<file path="src/hdl/lru_pkg.sv">
// shared constants and payload types for the lru page frame replacement block
package lru_pkg;

    localparam int NUM_FRAMES = 16;
    localparam int ID_BITS    = 16;
    localparam int SIZE_BITS  = 16;
    localparam int FRAME_BITS = $clog2(NUM_FRAMES);
    localparam int RANK_BITS  = $clog2(NUM_FRAMES);
    localparam int COUNT_BITS = $clog2(NUM_FRAMES + 1);
    localparam int CFG_BITS   = 5;

    localparam logic [ID_BITS-1:0] EMPTY_ID = {ID_BITS{1'b1}};

    typedef struct packed {
        logic [ID_BITS-1:0]   page_id;
        logic [SIZE_BITS-1:0] page_size;
    } lru_in_t;

    typedef struct packed {
        logic                  hit;
        logic [FRAME_BITS-1:0] frame_index;
        logic                  evicted;
        logic [ID_BITS-1:0]    evicted_page_id;
    } lru_out_t;

    typedef struct packed {
        logic [ID_BITS-1:0]   page_id;
        logic [SIZE_BITS-1:0] page_size;
    } lru_entry_t;

endpackage

</file>
<file path="src/hdl/lru_page_frame_replacement_top.sv">
// lru page frame replacement: frame table in a synchronous memory, ranks and valid bits in flops
//
// input channel in_valid / in_stall / in_data carries one page reference per transfer
// (page id and size tag); the block raises in_stall while a reference is in progress
// output channel out_valid / out_stall / out_data carries one result per reference:
// hit, frame index, evicted flag and evicted page id (all ones when nothing is evicted)
// config channel cfg_valid / cfg_ready / cfg_data writes frames_in_use; cfg_ready is
// always high and writes are expected only while the block is idle
// each reference scans the active frames one memory read per cycle, compares the
// id and size, tracks the first free frame and the oldest rank, then in the update
// state writes the frame back on a miss and updates all ranks in parallel
// a new reference is taken only once the current one has left the update state;
// the scan reads the frames through the single memory read port
// a finished result sits in the output register, so the next reference is taken
// while the receiver stalls; a second result waits in the update cycle until the
// output register frees up
// reset clears all valid bits, ranks and handshake state and sets frames_in_use
// to the full frame count; frame memory contents need no clearing
module lru_page_frame_replacement_top (
    input  logic             clk,
    input  logic             rst_n,
    input  logic             in_valid,
    output logic             in_stall,
    input  lru_pkg::lru_in_t in_data,
    output logic             out_valid,
    input  logic             out_stall,
    output lru_pkg::lru_out_t out_data,
    input  logic             cfg_valid,
    output logic             cfg_ready,
    input  logic [lru_pkg::CFG_BITS-1:0] cfg_data
);
    import lru_pkg::*;

    typedef enum logic [2:0] {
        ST_IDLE   = 3'b001,
        ST_SCAN   = 3'b010,
        ST_UPDATE = 3'b100
    } state_t;

    state_t state_reg, state_next;

    logic [CFG_BITS-1:0]   frames_in_use_reg;
    logic [COUNT_BITS-1:0] active_frames;
    logic [COUNT_BITS-1:0] last_index;

    logic [NUM_FRAMES-1:0] valid_reg;
    logic [RANK_BITS-1:0]  rank_reg [NUM_FRAMES];

    lru_entry_t frame_mem [NUM_FRAMES];
    lru_entry_t rd_data_reg;
    logic [FRAME_BITS-1:0] rd_addr;
    logic                  mem_we;

    lru_in_t               ref_reg;
    logic [COUNT_BITS-1:0] issue_reg;
    logic [COUNT_BITS-1:0] cmp_idx_reg;
    logic [FRAME_BITS-1:0] cmp_frame;

    logic                  found_reg;
    logic [FRAME_BITS-1:0] hit_k_reg;
    logic                  free_found_reg;
    logic [FRAME_BITS-1:0] free_k_reg;
    logic [RANK_BITS-1:0]  best_rank_reg;
    logic [FRAME_BITS-1:0] victim_k_reg;
    logic [ID_BITS-1:0]    victim_id_reg;

    logic                  out_valid_reg;
    lru_out_t              out_data_reg;

    logic                  in_fire;
    logic                  out_free;
    logic                  do_update;
    logic                  evict;
    logic [FRAME_BITS-1:0] sel_k;
    logic [RANK_BITS-1:0]  hit_old_rank;
    logic                  entry_match;

    // active frame count, clamped to 1..NUM_FRAMES
    always_comb
    begin
        if (frames_in_use_reg == '0)
            active_frames = COUNT_BITS'(1);
        else if (int'(frames_in_use_reg) > NUM_FRAMES)
            active_frames = COUNT_BITS'(NUM_FRAMES);
        else
            active_frames = COUNT_BITS'(frames_in_use_reg);
    end

    assign last_index  = active_frames - COUNT_BITS'(1);
    assign in_stall    = (state_reg != ST_IDLE);
    assign in_fire     = in_valid && !in_stall;
    assign out_free    = !out_valid_reg || !out_stall;
    assign do_update   = (state_reg == ST_UPDATE) && out_free;
    assign cfg_ready   = 1'b1;
    assign out_valid   = out_valid_reg;
    assign out_data    = out_data_reg;

    assign cmp_frame   = cmp_idx_reg[FRAME_BITS-1:0];
    assign entry_match = valid_reg[cmp_frame] && (rd_data_reg.page_id == ref_reg.page_id)
                         && (rd_data_reg.page_size == ref_reg.page_size);

    assign evict        = !found_reg && !free_found_reg;
    assign sel_k        = found_reg ? hit_k_reg : (free_found_reg ? free_k_reg : victim_k_reg);
    assign hit_old_rank = rank_reg[hit_k_reg];
    assign mem_we       = do_update && !found_reg;
    assign rd_addr      = (state_reg == ST_IDLE) ? '0 : issue_reg[FRAME_BITS-1:0];

    always_comb
    begin
        state_next = state_reg;
        case (state_reg)
            ST_IDLE:
            begin
                if (in_fire)
                    state_next = ST_SCAN;
            end
            ST_SCAN:
            begin
                if (cmp_idx_reg == last_index)
                    state_next = ST_UPDATE;
            end
            ST_UPDATE:
            begin
                if (out_free)
                    state_next = ST_IDLE;
            end
            default:
            begin
                state_next = ST_IDLE;
            end
        endcase
    end

    // frame table memory
    always_ff @(posedge clk)
    begin
        if (mem_we)
            frame_mem[sel_k] <= ref_reg;
        rd_data_reg <= frame_mem[rd_addr];
    end

    // control, ranks and valid bits
    always_ff @(posedge clk or negedge rst_n)
    begin
        if (!rst_n)
        begin
            state_reg         <= ST_IDLE;
            frames_in_use_reg <= CFG_BITS'(NUM_FRAMES);
            valid_reg         <= '0;
            out_valid_reg     <= 1'b0;
            for (int i = 0; i < NUM_FRAMES; i++)
                rank_reg[i] <= '0;
        end
        else
        begin
            state_reg <= state_next;

            if (cfg_valid && cfg_ready)
                frames_in_use_reg <= cfg_data;

            if (do_update)
                out_valid_reg <= 1'b1;
            else if (!out_stall)
                out_valid_reg <= 1'b0;

            if (do_update)
            begin
                for (int i = 0; i < NUM_FRAMES; i++)
                begin
                    if (FRAME_BITS'(i) == sel_k)
                        rank_reg[i] <= '0;
                    else if (valid_reg[i])
                    begin
                        if (found_reg)
                        begin
                            if (rank_reg[i] < hit_old_rank)
                                rank_reg[i] <= rank_reg[i] + RANK_BITS'(1);
                        end
                        else if (!evict || (rank_reg[i] <= best_rank_reg))
                            rank_reg[i] <= rank_reg[i] + RANK_BITS'(1);
                    end
                end
                valid_reg[sel_k] <= 1'b1;
            end
        end
    end

    // scan datapath and result register
    always_ff @(posedge clk)
    begin
        if (in_fire)
        begin
            ref_reg        <= in_data;
            issue_reg      <= COUNT_BITS'(1);
            cmp_idx_reg    <= '0;
            found_reg      <= 1'b0;
            free_found_reg <= 1'b0;
            best_rank_reg  <= '0;
            hit_k_reg      <= '0;
            free_k_reg     <= '0;
            victim_k_reg   <= '0;
            victim_id_reg  <= EMPTY_ID;
        end
        else if (state_reg == ST_SCAN)
        begin
            issue_reg   <= issue_reg + COUNT_BITS'(1);
            cmp_idx_reg <= issue_reg;
            if (!found_reg && entry_match)
            begin
                found_reg <= 1'b1;
                hit_k_reg <= cmp_frame;
            end
            if (!free_found_reg && !valid_reg[cmp_frame])
            begin
                free_found_reg <= 1'b1;
                free_k_reg     <= cmp_frame;
            end
            if (rank_reg[cmp_frame] >= best_rank_reg)
            begin
                best_rank_reg <= rank_reg[cmp_frame];
                victim_k_reg  <= cmp_frame;
                victim_id_reg <= rd_data_reg.page_id;
            end
        end

        if (do_update)
        begin
            out_data_reg.hit             <= found_reg;
            out_data_reg.frame_index     <= sel_k;
            out_data_reg.evicted         <= evict;
            out_data_reg.evicted_page_id <= evict ? victim_id_reg : EMPTY_ID;
        end
    end

endmodule
</file>
<file path="config.mk">
export PLATFORM = sky130hd
export DESIGN_NAME = lru_page_frame_replacement_top
export DESIGN_NICKNAME = d
export VERILOG_FILES = /design/src/hdl/lru_pkg.sv /design/src/hdl/lru_page_frame_replacement_top.sv
export SDC_FILE = /design/constraint.sdc
export NUM_CORES = 1
export LEC_CHECK = 0
export BUFFER_PORTS_ARGS = -buffer_cell sky130_fd_sc_hd__buf_2
export CORE_MARGIN = 4
export CORE_UTILIZATION = 39
export DETAILED_ROUTE_END_ITERATION = 16
export HOLD_SLACK_MARGIN = 0.02
export SLEW_MARGIN = 25
export SYNTH_ARGS = -nofsm -noshare
export SYNTH_HDL_FRONTEND = slang
export SYNTH_SLANG_ARGS = --single-unit
export TNS_END_PERCENT = 10
</file>
<file path="constraint.sdc">
create_clock -name clk -period 10.1 [get_ports clk]
set_input_delay 1.01 -clock clk [delete_from_list [all_inputs] [get_ports clk]]
set_output_delay 1.01 -clock clk [all_outputs]
set_load 0.01 [all_outputs]
</file>
==> flow_metrics.tcl <==
set metrics [dict create \
    status "complete, no violations" \
    startpoint "hit_k_reg[1]" \
    ys_types 82 \
    synth_edf_count 566 \
    grt.met3_usage 0.0309 \
    areaGrowthSynthToFinish_pct 12.9 \
    cts_setup_buffers 0 \
    largest_reg_flops 512 \
    dieArea_um2 91100 \
    avgRoutedWirePerCell_um 23.6 \
    power.density_nw_per_um2 245 \
    cp-start-kind "flip-flop" \
    cts_tree "done" \
    core_area_um2 85400 \
    rrSetupSlack_ns 5.63 \
    hold_viol_final 0 \
    vias 22200 \
    max-slew-margin-rel 0.308 \
    critical_path.top_delay_family "compound AO/OA/AOI/OAI gates" \
    antenna_left 0 \
    cts-resized-gates 0 \
    fillers 7654 \
    drt-vias-per-instance 5.79 \
    design_area_um2 38000 \
    grt_usage 0.197 \
    met2_usage 0.330 \
    finalSetupViolCount 0 \
    ff2ff_path_depth 10 \
    peakVddDrop_mv 0.157 \
    rsz0062_at_grt "no" \
    dp_slack_ns 5.73 \
    place_inst 3687 \
    syn_inst 2564 \
    drive_above_1_share 0.164 \
    yosys-top-cells-area "edfxtp_1, dfrtp_1, ha_1" \
    mostFrequentLayoutCells "edfxtp_1, o21ai_0, a21oi_1" \
    final_core_util 0.445 \
    final.setup.worst_slack_ns 5.63 \
    final_nets 2802 \
    cp.depth 10 \
    dr.first_iter.drc_count 1826 \
    portBuffers 65 \
    rows 107 \
    design.portCount 67 \
    hold_path_class "in -> async" \
    whs_ns 0.365 \
    synth_top_flop_cell "edfxtp_1" \
    max_freq_mhz 224 \
    grt_max_degree 73 \
    crit_path_max_incr_delay_ns 0.96 \
    cts.htree.levels 3 \
    antennaDiodeCount 0 \
    cp_cell_sequence "mux4_2 > mux4_2 > inv_1 > ha_1 > a21oi_1 > o21ai_0 > a311oi_1 > a31oi_1 > o21ai_0 > o21ai_0" \
    synthArstFlopShare 0.122 \
    synth_top_area_share 0.505 \
    netlist_area_um2 33700 \
    ys_seq_area_frac 0.616 \
    worstReg2RegStart "hit_k_reg[1]" \
    final.min_clock_period_ns 4.47 \
    use_met1 0.262 \
    crit_top_cell "o21ai_0" \
    slew_viol_final 0 \
    placed_area_um2 35400 \
    ys_ff_latch 731 \
    slowest_stage "dfxtp_1" \
    drtPass1Iterations 6 \
    fin_total_pwr_mw 9.30 \
    r2r-end "rank_reg[15]" \
    clk_path_buf_depth 3 \
    busiest_layer "met2" \
    ys_warn_count 0 \
    cp-endpoint "rank_reg[15]" \
    fin_crit_sh 0.442 \
    clk_latency_ns 0.64 \
    fp.dieH_um 302 \
    worst_slew_pin_slew_ns 1.04 \
    first_global_vias 22400 \
    grt_overflow 0 \
    root_buffer "clkbuf_16" \
    syn_nets 2740 \
    cp_max_fo 22 \
    avgSynthCellArea_um2 13.1 \
    cts_sinks 731 \
    place.gp.congestion 0.892 \
    antenna_found_initial 0 \
    drv_cap 0 \
    arrival_ns 4.97 \
    die_x_um 302 \
    mostFrequentLayoutCell "edfxtp_1" \
    cp_num_buf_inv 1 \
    cts-buffers-inserted 81 \
    start_util 0.394 \
    clk_transition_reported_paths_ns 0.06 \
    yosysTopAreaCell "edfxtp_1" \
    p_leak_nw 13.5 \
    required_ns 10.60 \
    fin_skew_ns 0.0318 \
    instances_no_fill 3837 \
    drc 0 \
    tns_ns 0 \
    dpl.hpwl_um 53500 \
    wirelength_um 90600 \
    ctsHoldBuffers 0 \
    grt_first_pass_wirelength_um 138000 \
    endpoint_kind "flip-flop" \
    critPathKind "reg -> reg" \
]
==> worst register-to-register path, cell delays in order, from the launching register on <==
cell,delay [ns]
dfxtp_1,0.96
mux4_2,0.43
mux4_2,0.46
inv_1,0.68
ha_1,0.40
a21oi_1,0.13
o21ai_0,0.09
a311oi_1,0.67
a31oi_1,0.19
o21ai_0,0.20
o21ai_0,0.12
==> cells by family (layout without fill, tap and decap cells) <==
group / count (synthesis) / in the layout / share of synthesized area
other cells: 1 / 1 / 0.000111
fa+ha+maj: 134 / 134 / 0.0498
compound gates: 657 / 657 / 0.122
flops: 731 / 731 / 0.616
simple gates: 528 / 528 / 0.0803
xor+xnor: 41 / 41 / 0.0107
mux: 261 / 261 / 0.0961
buf+inv: 211 / 340 / 0.0251
==> per-layer routing <==
| metal | up-vias | part of all wire | wire, µm |
|---|---|---|---|
| li1 | 10100 | - | - |
| met1 | 11200 | 0.43 | 38900 |
| met2 | 762 | 0.48 | 43500 |
| met3 | 203 | 0.057 | 5150 |
| met4 | 0 | 0.034 | 3060 |
| met5 | - | 0 | 0 |
==> how the worst min path moves through the flow <==
| stage | startpoint | end | slack [ns] |
|---|---|---|---|
| floorplan | victim_id_reg[0] | victim_id_reg[0] | 0.43 |
| global placement | victim_id_reg[11] | victim_id_reg[11] | 0.45 |
| detailed placement | victim_id_reg[14] | victim_id_reg[14] | 0.46 |
| CTS | rst_n | rank_reg[59] | 0.36 |
| global route | rst_n | rank_reg[59] | 0.39 |
| finish | rst_n | rank_reg[60] | 0.36 |
==> power by group <==
| group | total, mW | switching, mW | leakage [nW] | internal (mW) |
|---|---|---|---|---|
| registers | 3.86 | 0.305 | 6.88 | 3.56 |
| clock network | 2.87 | 1.20 | 1.24 | 1.67 |
| logic | 2.57 | 1.60 | 5.42 | 0.971 |
| total | 9.30 | 3.10 | 13.5 | 6.19 |
==> synth_stat cells (45+ instances only) <==
master	n
inv_1	61
clkbuf_1	110
dfxtp_1	76
a21oi_1	163
a31oi_1	45
o21ai_0	195
dfrtp_1	87
nand2_1	103
edfxtp_1	566
mux2i_1	116
nand3_1	76
ha_1	134
a211oi_1	67
nor2_1	105
nor2b_1	73
mux2_2	105
==> area by class of cell <==
cell class	instances	area (µm²)	area share
clock inverter	35	383	0.0101
tap	1144	1430	0.0377
sequential	731	20800	0.546
inverter	65	244	0.00642
clock buffer	115	2210	0.0581
timing repair buffer	125	778	0.0205
multi-input combinational	1622	12200	0.321
Note: power is estimated with default switching activity, not from simulation.
